**config.mk**
```make
export PLATFORM = sky130hd
export DESIGN_NAME = wu_antialiased_line_rasterizer_core
export DESIGN_NICKNAME = d
export VERILOG_FILES = /design/src/sv/wulr_pkg.sv /design/src/sv/wulr_ctrl.sv /design/src/sv/wulr_dp.sv /design/src/sv/wu_antialiased_line_rasterizer_core.sv
export SDC_FILE = /design/constraint.sdc
export NUM_CORES = 1
export LEC_CHECK = 0
export BUFFER_PORTS_ARGS = -buffer_cell sky130_fd_sc_hd__buf_2
export CORE_UTILIZATION = 32
export DETAILED_ROUTE_END_ITERATION = 10
export PLACE_DENSITY = 0.49
export SETUP_SLACK_MARGIN = 0.15
export SKIP_CTS_REPAIR_TIMING = 1
export SYNTH_ARGS = -nofsm -noshare
export SYNTH_HDL_FRONTEND = slang
export SYNTH_SLANG_ARGS = --single-unit
export TNS_END_PERCENT = 50
```
**constraint.sdc**
```tcl
create_clock -name clk -period 14.6 [get_ports clk]
set_input_delay 0.73 -clock clk [delete_from_list [all_inputs] [get_ports clk]]
set_output_delay 0.73 -clock clk [all_outputs]
set_load 0.005 [all_outputs]
```
**src/sv/wulr_pkg.sv**
```systemverilog
// Shared types and constants for the antialiased line engine.
package wulr_pkg;

  localparam int ACC_BITS = 16;
  localparam int DCNT_BITS = 5;
  localparam int CFG_IDX_BITS = 3;
  localparam int CFG_DATA_BITS = 13;
  localparam int PX_BITS = 14;
  localparam int PY_BITS = 13;
  localparam int ADDR_BITS = 24;
  localparam int LIN_BITS = 26;

  localparam logic [2:0] PH_IDLE = 3'd0;
  localparam logic [2:0] PH_HORIZ = 3'd1;
  localparam logic [2:0] PH_VERT = 3'd2;
  localparam logic [2:0] PH_DIAG = 3'd3;
  localparam logic [2:0] PH_PAIRS = 3'd4;
  localparam logic [2:0] PH_FINAL = 3'd5;

  localparam logic [CFG_IDX_BITS-1:0] REG_WIDTH = 3'd0;
  localparam logic [CFG_IDX_BITS-1:0] REG_HEIGHT = 3'd1;
  localparam logic [CFG_IDX_BITS-1:0] REG_PLANAR = 3'd2;
  localparam logic [CFG_IDX_BITS-1:0] REG_IBITS = 3'd3;
  localparam logic [CFG_IDX_BITS-1:0] REG_LEVELS = 3'd4;

  localparam logic REQ_START = 1'b0;

  typedef struct packed {
    logic start;
    logic tick;
    logic emit2;
  } cmd_t;

  typedef struct packed {
    logic out_free;
    logic start_pairs;
    logic div_busy;
    logic pair_tick;
  } stat_t;

endpackage

```
**src/sv/wulr_ctrl.sv**
```systemverilog
// Controller state machine for the antialiased line engine.
module wulr_ctrl (
  input  logic           clk,
  input  logic           rst_n,
  input  logic           in_valid,
  input  logic           in_req_type,
  output logic           in_stall,
  input  wulr_pkg::stat_t stat,
  output wulr_pkg::cmd_t  cmd
);
  import wulr_pkg::*;

  localparam logic [1:0] S_IDLE = 2'd0;
  localparam logic [1:0] S_DIV = 2'd1;
  localparam logic [1:0] S_PAIR2 = 2'd2;

  logic [1:0] state_r, state_nxt;
  logic       acc;

  always_comb begin
    in_stall = 1'b1;
    if (state_r == S_IDLE) begin
      in_stall = !stat.out_free;
    end
  end

  assign acc = in_valid && !in_stall;

  always_comb begin
    cmd = '0;
    state_nxt = state_r;
    case (state_r)
      S_IDLE: begin
        if (acc && in_req_type == REQ_START) begin
          cmd.start = 1'b1;
          if (stat.start_pairs) begin
            state_nxt = S_DIV;
          end
        end else if (acc) begin
          cmd.tick = 1'b1;
          if (stat.pair_tick) begin
            state_nxt = S_PAIR2;
          end
        end
      end
      S_DIV: begin
        if (!stat.div_busy) begin
          state_nxt = S_IDLE;
        end
      end
      S_PAIR2: begin
        if (stat.out_free) begin
          cmd.emit2 = 1'b1;
          state_nxt = S_IDLE;
        end
      end
      default: state_nxt = S_IDLE;
    endcase
  end

  always_ff @(posedge clk) begin
    if (!rst_n) begin
      state_r <= S_IDLE;
    end else begin
      state_r <= state_nxt;
    end
  end

  a_start_div: assert property (@(posedge clk) disable iff (!rst_n)
    cmd.start |=> ((state_r == S_DIV) == $past(stat.start_pairs)))
    else $error("divide state does not follow a start of a weighted line");
  a_busy_no_cmd: assert property (@(posedge clk) disable iff (!rst_n)
    (state_r != S_IDLE) |-> !(cmd.start || cmd.tick))
    else $error("word accepted while the engine is busy");
  a_emit2_idle: assert property (@(posedge clk) disable iff (!rst_n)
    cmd.emit2 |=> (state_r == S_IDLE))
    else $error("second pixel of a pair not followed by idle");

endmodule

```
**src/sv/wulr_dp.sv**
```systemverilog
// Datapath of the antialiased line engine: line state, divider and pixel output stage.
module wulr_dp #(
  parameter int COORD_BITS = 12
) (
  input  logic                                 clk,
  input  logic                                 rst_n,
  input  logic                                 cfg_valid,
  input  logic [wulr_pkg::CFG_IDX_BITS-1:0]    cfg_index,
  input  logic [wulr_pkg::CFG_DATA_BITS-1:0]   cfg_data,
  input  logic [COORD_BITS-1:0]                in_start_x,
  input  logic [COORD_BITS-1:0]                in_start_y,
  input  logic [COORD_BITS-1:0]                in_end_x,
  input  logic [COORD_BITS-1:0]                in_end_y,
  input  logic [7:0]                           in_base_color,
  input  wulr_pkg::cmd_t                       cmd,
  output wulr_pkg::stat_t                      stat,
  input  logic                                 out_stall,
  output logic                                 out_valid,
  output logic signed [wulr_pkg::PX_BITS-1:0]  out_pixel_x,
  output logic [wulr_pkg::PY_BITS-1:0]         out_pixel_y,
  output logic [7:0]                           out_pixel_color,
  output logic                                 out_visible,
  output logic [wulr_pkg::ADDR_BITS-1:0]       out_pixel_address,
  output logic [3:0]                           out_plane_mask,
  output logic                                 out_last_of_item,
  output logic                                 out_line_done
);
  import wulr_pkg::*;

  localparam int CB = COORD_BITS;
  localparam int CW = COORD_BITS + 1;
  localparam int VW = (CW + 1 > 14) ? CW + 1 : 14;

  logic [12:0] cfg_w_r, cfg_h_r;
  logic        cfg_planar_r;
  logic [3:0]  cfg_ib_r;
  logic [8:0]  cfg_lev_r;

  logic              active_r, active_nxt;
  logic [2:0]        phase_r, phase_nxt;
  logic [CW-1:0]     cur_x_r, cur_x_nxt, cur_y_r, cur_y_nxt;
  logic [CB-1:0]     fin_x_r, fin_x_nxt, fin_y_r, fin_y_nxt;
  logic [CB-1:0]     steps_r, steps_nxt;
  logic [ACC_BITS-1:0] acc_r, acc_nxt, adj_r, adj_nxt;
  logic              xneg_r, xneg_nxt, ymaj_r, ymaj_nxt;
  logic [7:0]        color_r, color_nxt, col2_r, col2_nxt;
  logic [CB-1:0]     rem_r, rem_nxt, dvs_r, dvs_nxt;
  logic [DCNT_BITS-1:0] dcnt_r, dcnt_nxt;

  // Start decode.
  logic          swap;
  logic [CB-1:0] x0, y0, x1, y1, adx, dy, major, minor, s_steps;
  logic [CB:0]   dxs;
  logic [2:0]    s_phase;
  logic          s_neg;

  always_comb begin
    swap = in_start_y > in_end_y;
    x0 = swap ? in_end_x : in_start_x;
    y0 = swap ? in_end_y : in_start_y;
    x1 = swap ? in_start_x : in_end_x;
    y1 = swap ? in_start_y : in_end_y;
    dxs = {1'b0, x1} - {1'b0, x0};
    s_neg = dxs[CB];
    adx = s_neg ? CB'(-dxs) : dxs[CB-1:0];
    dy = y1 - y0;
    major = (dy > adx) ? dy : adx;
    minor = (dy > adx) ? adx : dy;
    if (dy == '0) begin
      s_phase = PH_HORIZ;
      s_steps = adx;
    end else if (adx == '0) begin
      s_phase = PH_VERT;
      s_steps = dy;
    end else if (adx == dy) begin
      s_phase = PH_DIAG;
      s_steps = dy;
    end else begin
      s_phase = PH_PAIRS;
      s_steps = major - CB'(1);
    end
  end

  // Tick arithmetic.
  logic [CW-1:0]       dir, t_x, t_y, p2_x, p2_y;
  logic [ACC_BITS:0]   sum;
  logic [ACC_BITS-1:0] nacc, w, cmp;
  logic                wrap;
  logic [4:0]          shift;
  logic [CB-1:0]       steps_dec;

  always_comb begin
    dir = xneg_r ? '1 : CW'(1);
    sum = {1'b0, acc_r} + {1'b0, adj_r};
    nacc = sum[ACC_BITS-1:0];
    wrap = nacc <= acc_r;
    shift = 5'(ACC_BITS) - {1'b0, cfg_ib_r};
    w = nacc >> shift;
    cmp = (cfg_lev_r == '0) ? '1 : ACC_BITS'(cfg_lev_r - 9'd1);
    steps_dec = steps_r - CB'(1);
    t_x = cur_x_r;
    t_y = cur_y_r;
    if (phase_r == PH_PAIRS) begin
      if (ymaj_r) begin
        t_y = cur_y_r + CW'(1);
        if (wrap) t_x = cur_x_r + dir;
      end else begin
        t_x = cur_x_r + dir;
        if (wrap) t_y = cur_y_r + CW'(1);
      end
    end else begin
      if (phase_r != PH_VERT) t_x = cur_x_r + dir;
      if (phase_r != PH_HORIZ) t_y = cur_y_r + CW'(1);
    end
    p2_x = ymaj_r ? cur_x_r + dir : cur_x_r;
    p2_y = ymaj_r ? cur_y_r : cur_y_r + CW'(1);
  end

  // Pixel selection.
  logic                emit;
  logic signed [CW:0]  e_x;
  logic [CW-1:0]       e_y;
  logic [7:0]          e_col;
  logic                e_last, e_done;

  always_comb begin
    emit = cmd.start || cmd.emit2 || (cmd.tick && active_r);
    e_x = $signed({1'b0, cur_x_r});
    e_y = cur_y_r;
    e_col = color_r;
    e_last = 1'b1;
    e_done = 1'b0;
    if (cmd.start) begin
      e_x = $signed({2'b00, x0});
      e_y = {1'b0, y0};
      e_col = in_base_color;
      e_done = s_steps == '0;
    end else if (cmd.emit2) begin
      e_x = ($signed({1'b0, cur_x_r}) + (xneg_r ? -(CW+1)'(1) : (CW+1)'(1)));
      if (!ymaj_r) e_x = $signed({1'b0, cur_x_r});
      e_y = p2_y;
      e_col = col2_r;
    end else if (phase_r == PH_FINAL) begin
      e_x = $signed({2'b00, fin_x_r});
      e_y = {1'b0, fin_y_r};
      e_done = 1'b1;
    end else if (phase_r == PH_PAIRS) begin
      e_x = $signed({1'b0, t_x});
      e_y = t_y;
      e_col = color_r + w[7:0];
      e_last = 1'b0;
    end else begin
      e_x = $signed({1'b0, t_x});
      e_y = t_y;
      e_done = steps_dec == '0;
    end
  end

  logic                 vis;
  logic [12:0]          ex13, ey13;
  logic [LIN_BITS-1:0]  lin;

  always_comb begin
    vis = !e_x[CW] && (VW'($unsigned(e_x)) < VW'(cfg_w_r))
          && (VW'(e_y) < VW'(cfg_h_r));
    ex13 = 13'($unsigned(e_x));
    ey13 = 13'(e_y);
    lin = LIN_BITS'(ey13) * LIN_BITS'(cfg_w_r) + LIN_BITS'(ex13);
  end

  // State update.
  always_comb begin
    active_nxt = active_r;
    phase_nxt = phase_r;
    cur_x_nxt = cur_x_r;
    cur_y_nxt = cur_y_r;
    fin_x_nxt = fin_x_r;
    fin_y_nxt = fin_y_r;
    steps_nxt = steps_r;
    acc_nxt = acc_r;
    adj_nxt = adj_r;
    xneg_nxt = xneg_r;
    ymaj_nxt = ymaj_r;
    color_nxt = color_r;
    col2_nxt = col2_r;
    rem_nxt = rem_r;
    dvs_nxt = dvs_r;
    dcnt_nxt = dcnt_r;
    if (cmd.start) begin
      color_nxt = in_base_color;
      cur_x_nxt = {1'b0, x0};
      cur_y_nxt = {1'b0, y0};
      fin_x_nxt = x1;
      fin_y_nxt = y1;
      xneg_nxt = s_neg;
      acc_nxt = '0;
      adj_nxt = '0;
      ymaj_nxt = (s_phase == PH_PAIRS) && (dy > adx);
      steps_nxt = s_steps;
      active_nxt = s_steps != '0;
      phase_nxt = (s_steps != '0) ? s_phase : PH_IDLE;
      if (s_phase == PH_PAIRS) begin
        rem_nxt = minor;
        dvs_nxt = major;
        dcnt_nxt = DCNT_BITS'(ACC_BITS);
      end
    end else if (dcnt_r != '0) begin
      dcnt_nxt = dcnt_r - DCNT_BITS'(1);
      if ({rem_r, 1'b0} >= {1'b0, dvs_r}) begin
        rem_nxt = CB'({rem_r, 1'b0} - {1'b0, dvs_r});
        adj_nxt = {adj_r[ACC_BITS-2:0], 1'b1};
      end else begin
        rem_nxt = {rem_r[CB-2:0], 1'b0};
        adj_nxt = {adj_r[ACC_BITS-2:0], 1'b0};
      end
    end else if (cmd.tick && active_r) begin
      if (phase_r == PH_FINAL) begin
        active_nxt = 1'b0;
        phase_nxt = PH_IDLE;
        steps_nxt = '0;
      end else begin
        cur_x_nxt = t_x;
        cur_y_nxt = t_y;
        steps_nxt = steps_dec;
        if (phase_r == PH_PAIRS) begin
          acc_nxt = nacc;
          col2_nxt = color_r + 8'(w ^ cmp);
          if (steps_dec == '0) phase_nxt = PH_FINAL;
        end else if (steps_dec == '0) begin
          active_nxt = 1'b0;
          phase_nxt = PH_IDLE;
        end
      end
    end
  end

  always_comb begin
    stat.out_free = !out_valid || !out_stall;
    stat.start_pairs = s_phase == PH_PAIRS;
    stat.div_busy = dcnt_r != '0;
    stat.pair_tick = active_r && (phase_r == PH_PAIRS);
  end

  always_ff @(posedge clk) begin
    if (!rst_n) begin
      cfg_w_r <= 13'd320;
      cfg_h_r <= 13'd240;
      cfg_planar_r <= 1'b1;
      cfg_ib_r <= 4'd8;
      cfg_lev_r <= 9'd256;
      active_r <= 1'b0;
      phase_r <= PH_IDLE;
      dcnt_r <= '0;
      out_valid <= 1'b0;
      cur_x_r <= '0;
      cur_y_r <= '0;
      fin_x_r <= '0;
      fin_y_r <= '0;
      steps_r <= '0;
      acc_r <= '0;
      adj_r <= '0;
      xneg_r <= 1'b0;
      ymaj_r <= 1'b0;
      color_r <= '0;
    end else begin
      if (cfg_valid) begin
        case (cfg_index)
          REG_WIDTH: cfg_w_r <= cfg_data;
          REG_HEIGHT: cfg_h_r <= cfg_data;
          REG_PLANAR: cfg_planar_r <= cfg_data[0];
          REG_IBITS: cfg_ib_r <= cfg_data[3:0];
          REG_LEVELS: cfg_lev_r <= cfg_data[8:0];
          default: ;
        endcase
      end
      active_r <= active_nxt;
      phase_r <= phase_nxt;
      dcnt_r <= dcnt_nxt;
      out_valid <= emit || (out_valid && out_stall);
      cur_x_r <= cur_x_nxt;
      cur_y_r <= cur_y_nxt;
      fin_x_r <= fin_x_nxt;
      fin_y_r <= fin_y_nxt;
      steps_r <= steps_nxt;
      acc_r <= acc_nxt;
      adj_r <= adj_nxt;
      xneg_r <= xneg_nxt;
      ymaj_r <= ymaj_nxt;
      color_r <= color_nxt;
    end
  end

  always_ff @(posedge clk) begin
    col2_r <= col2_nxt;
    rem_r <= rem_nxt;
    dvs_r <= dvs_nxt;
    if (emit) begin
      out_pixel_x <= PX_BITS'(e_x);
      out_pixel_y <= PY_BITS'(e_y);
      out_pixel_color <= e_col;
      out_visible <= vis;
      out_last_of_item <= e_last;
      out_line_done <= e_done;
      out_pixel_address <= '0;
      out_plane_mask <= '0;
      if (vis && cfg_planar_r) begin
        out_pixel_address <= lin[ADDR_BITS+1:2];
        out_plane_mask <= 4'b0001 << lin[1:0];
      end else if (vis) begin
        out_pixel_address <= lin[ADDR_BITS-1:0];
      end
    end
  end

endmodule

```
**src/sv/wu_antialiased_line_rasterizer_core.sv**
```systemverilog
// Top level of the antialiased line engine: controller plus datapath.
//
//  Channel | Direction | Handshake         | Contents
//  in_     | input     | in_valid/in_stall | request type, endpoints, base color
//  out_    | output    | out_valid/out_stall | one pixel word
//  cfg_    | input     | cfg_valid/cfg_ready | register index and data
//
// A start word for a weighted line also runs the bit-serial divider, and the
// input stalls until it is done. A tick on a weighted line gives a pixel pair,
// one word at a time through the single output register. Reset is synchronous and
// restores the register defaults with no line active. A stalled output holds
// its word and stalls the input.
module wu_antialiased_line_rasterizer_core #(
  parameter int COORD_BITS = 12
) (
  input  logic                                 clk,
  input  logic                                 rst_n,
  input  logic                                 cfg_valid,
  output logic                                 cfg_ready,
  input  logic [wulr_pkg::CFG_IDX_BITS-1:0]    cfg_index,
  input  logic [wulr_pkg::CFG_DATA_BITS-1:0]   cfg_data,
  input  logic                                 in_valid,
  output logic                                 in_stall,
  input  logic                                 in_req_type,
  input  logic [COORD_BITS-1:0]                in_start_x,
  input  logic [COORD_BITS-1:0]                in_start_y,
  input  logic [COORD_BITS-1:0]                in_end_x,
  input  logic [COORD_BITS-1:0]                in_end_y,
  input  logic [7:0]                           in_base_color,
  output logic                                 out_valid,
  input  logic                                 out_stall,
  output logic signed [wulr_pkg::PX_BITS-1:0]  out_pixel_x,
  output logic [wulr_pkg::PY_BITS-1:0]         out_pixel_y,
  output logic [7:0]                           out_pixel_color,
  output logic                                 out_visible,
  output logic [wulr_pkg::ADDR_BITS-1:0]       out_pixel_address,
  output logic [3:0]                           out_plane_mask,
  output logic                                 out_last_of_item,
  output logic                                 out_line_done
);
  import wulr_pkg::*;

  cmd_t  cmd;
  stat_t stat;

  assign cfg_ready = 1'b1;

  wulr_ctrl u_ctrl (
    .clk        (clk),
    .rst_n      (rst_n),
    .in_valid   (in_valid),
    .in_req_type(in_req_type),
    .in_stall   (in_stall),
    .stat       (stat),
    .cmd        (cmd)
  );

  wulr_dp #(
    .COORD_BITS(COORD_BITS)
  ) u_dp (
    .clk              (clk),
    .rst_n            (rst_n),
    .cfg_valid        (cfg_valid && cfg_ready),
    .cfg_index        (cfg_index),
    .cfg_data         (cfg_data),
    .in_start_x       (in_start_x),
    .in_start_y       (in_start_y),
    .in_end_x         (in_end_x),
    .in_end_y         (in_end_y),
    .in_base_color    (in_base_color),
    .cmd              (cmd),
    .stat             (stat),
    .out_stall        (out_stall),
    .out_valid        (out_valid),
    .out_pixel_x      (out_pixel_x),
    .out_pixel_y      (out_pixel_y),
    .out_pixel_color  (out_pixel_color),
    .out_visible      (out_visible),
    .out_pixel_address(out_pixel_address),
    .out_plane_mask   (out_plane_mask),
    .out_last_of_item (out_last_of_item),
    .out_line_done    (out_line_done)
  );

endmodule

```
* Word level (Yosys, flattened, before mapping)
Index checks and enable logic that the tools add are counted.
W data, S select, Z words.
** Operators by class
- Add/subtract/negate cells :: 16
- Multiply operators :: 1
- Order comparisons :: 6
- Equality and inequality tests :: 21
- Shifts and indexed selects :: 2
- Muxes and demuxes :: 91
- Bitwise operators :: 6
- Reduce and logical (&&, ||, !) cells :: 47
** Operator list (number)
- $mux W12 :: 26
- $mux W13 :: 14
- $mux W14 :: 4
- $logic_not A12 Y1 :: 4
- $mux W24 :: 2
- $mux W8 :: 5
- $mux W3 :: 11
- $add A26 B13 Y26 :: 1
- $mul A13 B13 Y26 :: 1
- $gt A12 B12 Y1 :: 2
- $sub A12 B1 Y12 const B :: 2
- $sub A12 B12 Y12 :: 2
- $mux W1 :: 18
- $add A16 B16 Y16 :: 1
- $add A8 B8 Y8 :: 2
- $le A16 B16 Y1 :: 1
- $reduce_and A2 Y1 :: 8
- $shr A16 B5 Y8 :: 1
- $mux W5 :: 3
- $add A14 B14 Y14 :: 1
- $lt A14 B13 Y1 :: 1
- $mux W2 :: 7
- $add A13 B1 Y13 const B :: 1
- $add A13 B13 Y13 :: 1
- other kinds (37) :: 71
** Word-level totals
- Register bits :: 254
- Input bits :: 78
- Output and inout port bits :: 69
- Logic and storage cells :: 223

* Logic depth before layout (Yosys ltp)
- Depth in word-level cells :: 15
- Mapped depth :: 58
- Depth with buffers taken out :: 56

* Cells and area by module
Synthesis repeated with hierarchy kept, for this count alone.
** Second synthesis, totals
- Cell total of the unflattened synthesis :: 3169
- Area total of the unflattened synthesis :: 25569.5 sq um
** Modules (own cells, without submodules)
- wulr_dp :: times used 1, cells each 3149, area each 25399.4 sq um, seq. area each 6025.8 sq um
- wulr_ctrl :: times used 1, cells each 18, area each 158.9 sq um, seq. area each 40.0 sq um
- wu_antialiased_line_rasterizer_core :: times used 1, cells each 2, area each 11.3 sq um, seq. area each 0.0 sq um

* Worst setup path after synthesis
OpenSTA, ideal clock, no wires.
- Path kind :: reg2reg
- Start :: register u_dp.acc_r[0]
- End :: register u_dp.out_pixel_address[23] (netlist bit) (data pin)
- Library setup time :: 289 ps
- Arrival :: 11228 ps
- Required time :: 14311 ps
- Slack :: 3083 ps
- Cell stages (with the launch flop) :: 58
- Buffers on the path :: 2
- Clock period less this slack :: 11517 ps
- Cells stage by stage :: dfxtp_1 -> ha_1 -> inv_1 -> fa_1 -> nor2b_1 -> o21ai_0 -> a21boi_0 -> o21ai_0 -> a21boi_0 -> o21ai_0 -> a21boi_0 -> o21ai_0 -> nor2b_1 -> xnor2_1 -> ha_1 -> a21o_1 -> a21o_1 -> a21o_1 -> (+22 left out) -> fa_1 -> inv_1 -> ha_1 -> a21boi_0 -> o21ai_0 -> a21boi_0 -> o21ai_0 -> a21boi_0 -> o21ai_0 -> a21boi_0 -> o41ai_1 -> o2111ai_1 -> a311o_1 -> nand2_1 -> nand2_1 -> a21oi_1 -> and4b_1 -> nor4_1
** On the way
- Elaborated cells on any way between the ends :: 23
- Classes of those cells :: add/sub (2); mul (1); order compare (3); mux (14); reduce/logical (3)
** RTL lines
- start: declaration :: line wulr_dp.sv:44 : logic [ACC_BITS-1:0] acc_r, acc_nxt, adj_r, adj_nxt;
- start signal: assignment :: line wulr_dp.sv:285 : acc_r <= acc_nxt;
- $add A16 B16 Y16 (*) :: line wulr_dp.sv:94 : sum = {1'b0, acc_r} + {1'b0, adj_r};
- named net u_dp.sum[10] :: line wulr_dp.sv:86 : logic [ACC_BITS:0] sum;
- $le A16 B16 Y1 (*) :: line wulr_dp.sv:96 : wrap = nacc <= acc_r;
- $mux W13 (*) :: line wulr_dp.sv:109 : if (wrap) t_y = cur_y_r + CW'(1);
- $mux W13 (*) :: line wulr_dp.sv:104 : if (ymaj_r) begin
- $mux W13 (*) :: line wulr_dp.sv:103 : if (phase_r == PH_PAIRS) begin
- $mux W13 (*) :: line wulr_dp.sv:143 : end else if (phase_r == PH_FINAL) begin
- $mux W13 (*) :: line wulr_dp.sv:138 : end else if (cmd.emit2) begin
- $mux W13 (*) :: line wulr_dp.sv:133 : if (cmd.start) begin
- named net u_dp.e_y[2] :: line wulr_dp.sv:122 : logic [CW-1:0] e_y;
- $mul A13 B13 Y26 / $lt A13 B13 Y1 (equally long branches) :: line wulr_dp.sv:168, wulr_dp.sv:165
- $add A26 B13 Y26 / $logic_and A1 B1 Y1 (equally long branches) :: line wulr_dp.sv:168, wulr_dp.sv:165
- $mux W24 / $logic_and A1 B1 Y1 (equally long branches) :: line wulr_dp.sv:309, wulr_dp.sv:306
- $mux W24 (*) :: line wulr_dp.sv:306 : if (vis && cfg_planar_r) begin
- end signal: assignment :: line wulr_dp.sv:307 : out_pixel_address <= lin[ADDR_BITS+1:2];
- end signal: assignment :: line wulr_dp.sv:310 : out_pixel_address <= lin[ADDR_BITS-1:0];
- end: declaration :: line wulr_dp.sv:23 : output logic [wulr_pkg::ADDR_BITS-1:0] out_pixel_address,
Mark *: on every way through the listed nets, which the timed path passes. The rest lies on a longest branch.
A chain may end at the register's enable or synchronous reset.

* Worst setup path after layout
- Start :: register u_dp.acc_r[0]
- End :: register u_dp.out_pixel_address[23] (netlist bit) (data pin)
** On the way
- Cells in the longest elaborated chain, start to end :: 13
- Elaborated cells on any way between the ends :: 23
- Classes of those cells :: add/sub (2); mul (1); order compare (3); mux (14); reduce/logical (3)
** Ends and longest elaborated chain (line)
- $add A16 B16 Y16 (*) :: wulr_dp.sv:94
- named net u_dp.sum[10] :: wulr_dp.sv:86
- $le A16 B16 Y1 (*) :: wulr_dp.sv:96
- branches (longest 10 deep; another with $mul A13 B13 Y26)
- $mux W24 (*) :: wulr_dp.sv:306
Mark *: on every way through the listed nets, which the timed path passes.

==> run summary <==
peak supply drop: 87.8 uV
WL/cell: 18.7 um
Die X: 286 um
CP max-delay cell: o41ai_1
Place WS: 1.71 ns
TritonCTS clock tree: built
Compound-Gate Fraction of Synth Area: 19.5%
H-tree levels: 2
GP Congestion: 0.858
number of global-route vias before repair: 21.9k
Vias per Instance: 5.23
number of synthesized register bits: 254
Fmax achieved: 77.3 MHz
syn nets: 3,560
Tot GR Track Use: 19.6%
crit path kind: reg2reg
Longest Clk Path Bufs: 3
clk sinks: 254
Post-Route WL: 79.8 mm
status: completed
relative slew slack: 29.5%
core box area: 0.0795 mm2
Final Util: 36.3%
initial antenna violation count: 2
row cnt: 103
TritonCTS buffer count: 36
total of max-cap violations: 0
Root Driver: clkbuf_16
hold_ws: 0.434 ns
clock power share: 25.8%
Pre-antenna DRT Iters: 5
sequential share of the synthesized area: 23.4%
final hold vios: 0
post-route ant nets: 0
layout cells sized above 1: 9.09%
setup TNS: 0 ns
Post-Synthesis Cell Area: 0.0259 mm2
Final Max Tran Viols: 0
combinational share of power: 47.2%
Worst R2R Setup Slack: 1.66 ns
Remaining DRCs: 0
first-pass GRT wire length: 127 mm
sw frac: 41.9%
io pins: 147
WP data required: 14.97 ns
crit path DAT: 13.31 ns
leakage dissipation: 12.7 nW
clock slew at reported path FFs: 0.06 ns
DIE HEIGHT: 286 um
simple-gate area share of the yosys netlist: 19.9%
crit path buf inv count: 6
hold crit path type: in2reg
mux cell area share after synthesis: 4.26%
# diodes: 0
Synth Area in Adders: 21.1%
net switching power: 1.42 mW
Setup Skew: 0.0450 ns
Tmin final: 12.94 ns
Net count, final: 3,627
Post-synth EDFFs: 98
Setup violations, final: 0
most frequent CP cell: o21ai_0
Pint: 1.97 mW
hpwl dp: 61.0 mm
Critical Path Source Type: register
Vias: 22.3k
worst skew pair latency: 0.57 ns
Post-Synth XOR/XNOR Area: 5.03%
Area Growth Syn to Fin: 11.3%
Worst Setup End Kind: register
Initial Util: 32.6%
largest net degree at the start of global routing: 85
largest family of logic cells by synthesized area: adder cells
mean post-synth cell area: 8.28 um2
IO Port Bufs: 145
FFs w/ async S/R, synth: 0%
RSZ-0062 raised after global routing: no
initial DRC count: 1,444
critical path's top delay family: compound AO/OA/AOI/OAI gates
post-route clock period utilization: 88.6%
Sequential Power Share: 27.0%
Primary FF master, synth: dfxtp_1
die area: 0.0821 mm2
Post-Synthesis Cells: 3,129
Remaining Overflow, GRT: 0
PnR worst setup slack: 1.66 ns
CP peak stage delay: 0.54 ns
pwr dens: 117 mW/mm2
Netlist cell types: 111
total power: 3.38 mW
Worst Path Max Fanout: 15
Synthesis Warnings: 0
Slew @ Worst Pin: 1.05 ns
## cell usage in the layout (no fill, tap or decap), types with 10 or more instances in the layout
cell type,Yosys,routed
edfxtp_1,98,98
buf_2,8,144
fa_1,135,135
clkbuf_1,126,11
o21ai_1,7,10
o21bai_1,17,17
ha_1,218,218
nand2_1,424,424
xor2_1,48,48
nor2b_1,58,58
nor3_1,50,50
a21oi_1,182,182
a211oi_1,59,58
o21ai_0,115,111
nand4_1,20,20
nor4_1,15,15
a21boi_0,45,45
o211a_1,26,26
or3_1,18,18
nor2_1,225,224
nand2b_1,33,33
a21o_1,33,33
dfxtp_1,156,155
o22ai_1,11,11
and2_1,126,126
mux2i_1,99,99
buf_4,1,39
xnor2_1,92,92
nand3_1,49,49
inv_1,299,299
o31ai_1,11,10
and3_1,19,19
nor3b_1,10,10
clkbuf_16,0,37
a31oi_1,24,23
o211ai_1,50,50
o21a_1,22,22
o221ai_1,20,20
## layout make-up
cell class,count,area (um2)
inverter,301,1130
clock buffer,51,1010
sequential,254,6070
multi-input combinational,2420,18100
clock inverter,14,156
timing repair buffer,183,1010
fill,8369,50700
tap,1050,1310
## state kept, by name, summed over array words and instances (netlist names), 9 cells and up
register                count
u_dp.acc_r                 16
u_dp.adj_r                 16
u_dp.cfg_h_r               13
u_dp.cfg_lev_r              9
u_dp.cfg_w_r               13
u_dp.cur_x_r               13
u_dp.cur_y_r               13
u_dp.dvs_r                 12
u_dp.fin_x_r               12
u_dp.fin_y_r               12
u_dp.out_pixel_address     24
u_dp.out_pixel_x           14
u_dp.out_pixel_y           13
u_dp.rem_r                 12
u_dp.steps_r               12
## logic make-up after synthesis
family                   count (synthesis)
AO/OA/AOI/OAI                          729
XOR/XNOR                               144
adder cells (fa/ha/maj)                356
buffers and inverters                  455
flip-flops                             254
multiplexers                           105
other                                    1
AND/OR/NAND/NOR                       1085
## power by group through the flow
stage,logic (mW),registers [mW],clock network [mW]
after detailed placement,1.59,0.928,0
final,1.60,0.913,0.871
after floorplan,1.16,0.914,0
after global placement,1.59,0.927,0
after global routing,1.80,0.924,0.929
after CTS,1.60,0.914,0.901
## worst register-to-register path: cells and delay by family, from the launching register on
family	cells	cell delay, ns
compound gates	29	6.19
xor+xnor	2	0.55
fa+ha+maj	10	3.84
buf+inv	6	0.49
flops	1	0.39
simple gates	9	1.31
## synth_stat cells, types with 15 or more instances
master | n | area share [%]
nor2b_1 | 58 | 1.4
a31oi_1 | 24 | 0.58
clkbuf_1 | 126 | 1.8
nand2b_1 | 33 | 0.80
o211a_1 | 26 | 1.0
xor2_1 | 48 | 1.6
edfxtp_1 | 98 | 11
xnor2_1 | 92 | 3.1
nand4_1 | 20 | 0.48
nor2_1 | 225 | 3.3
o21ai_0 | 115 | 2.2
a211oi_1 | 59 | 1.7
a21boi_0 | 45 | 1.3
o211ai_1 | 50 | 1.4
mux2i_1 | 99 | 3.8
nor3_1 | 50 | 0.97
inv_1 | 299 | 4.3
o21a_1 | 22 | 0.64
nor4_1 | 15 | 0.36
buf_1 | 16 | 0.23
o221ai_1 | 20 | 0.68
fa_1 | 135 | 10
and2_1 | 126 | 3.0
a21oi_1 | 182 | 3.5
and3_1 | 19 | 0.46
a21o_1 | 33 | 0.96
dfxtp_1 | 156 | 12
nand2_1 | 424 | 6.1
o21bai_1 | 17 | 0.49
ha_1 | 218 | 11
or3_1 | 18 | 0.43
nand3_1 | 49 | 0.95
## routing by layer
layer,global-route usage (%),part of all wire (%)
met1,27.3,48
met2,32.3,46
met3,2.32,4.2
met4,4.55,2.1
met5,0,0.033
## path summary, 6_finish.rpt
path                                              endpoint        startpoint  depth (start not counted)
worst min-delay path                       u_dp.color_r[3]  in_base_color[3]                          3
worst min register to register              u_dp.adj_r[15]    u_dp.adj_r[15]                          2
worst max register to register  u_dp.out_pixel_address[23]     u_dp.acc_r[0]                         56
worst max-delay path            u_dp.out_pixel_address[23]     u_dp.acc_r[0]                         56
## through the flow
step                cells  instance area, um2
finish               4273               28800
global route         4273               28800
CTS                  4273               28800
detailed placement   4208               27700
global placement     4208               27700
floorplan            3129               25900
Power figures use the tool's default switching activity.
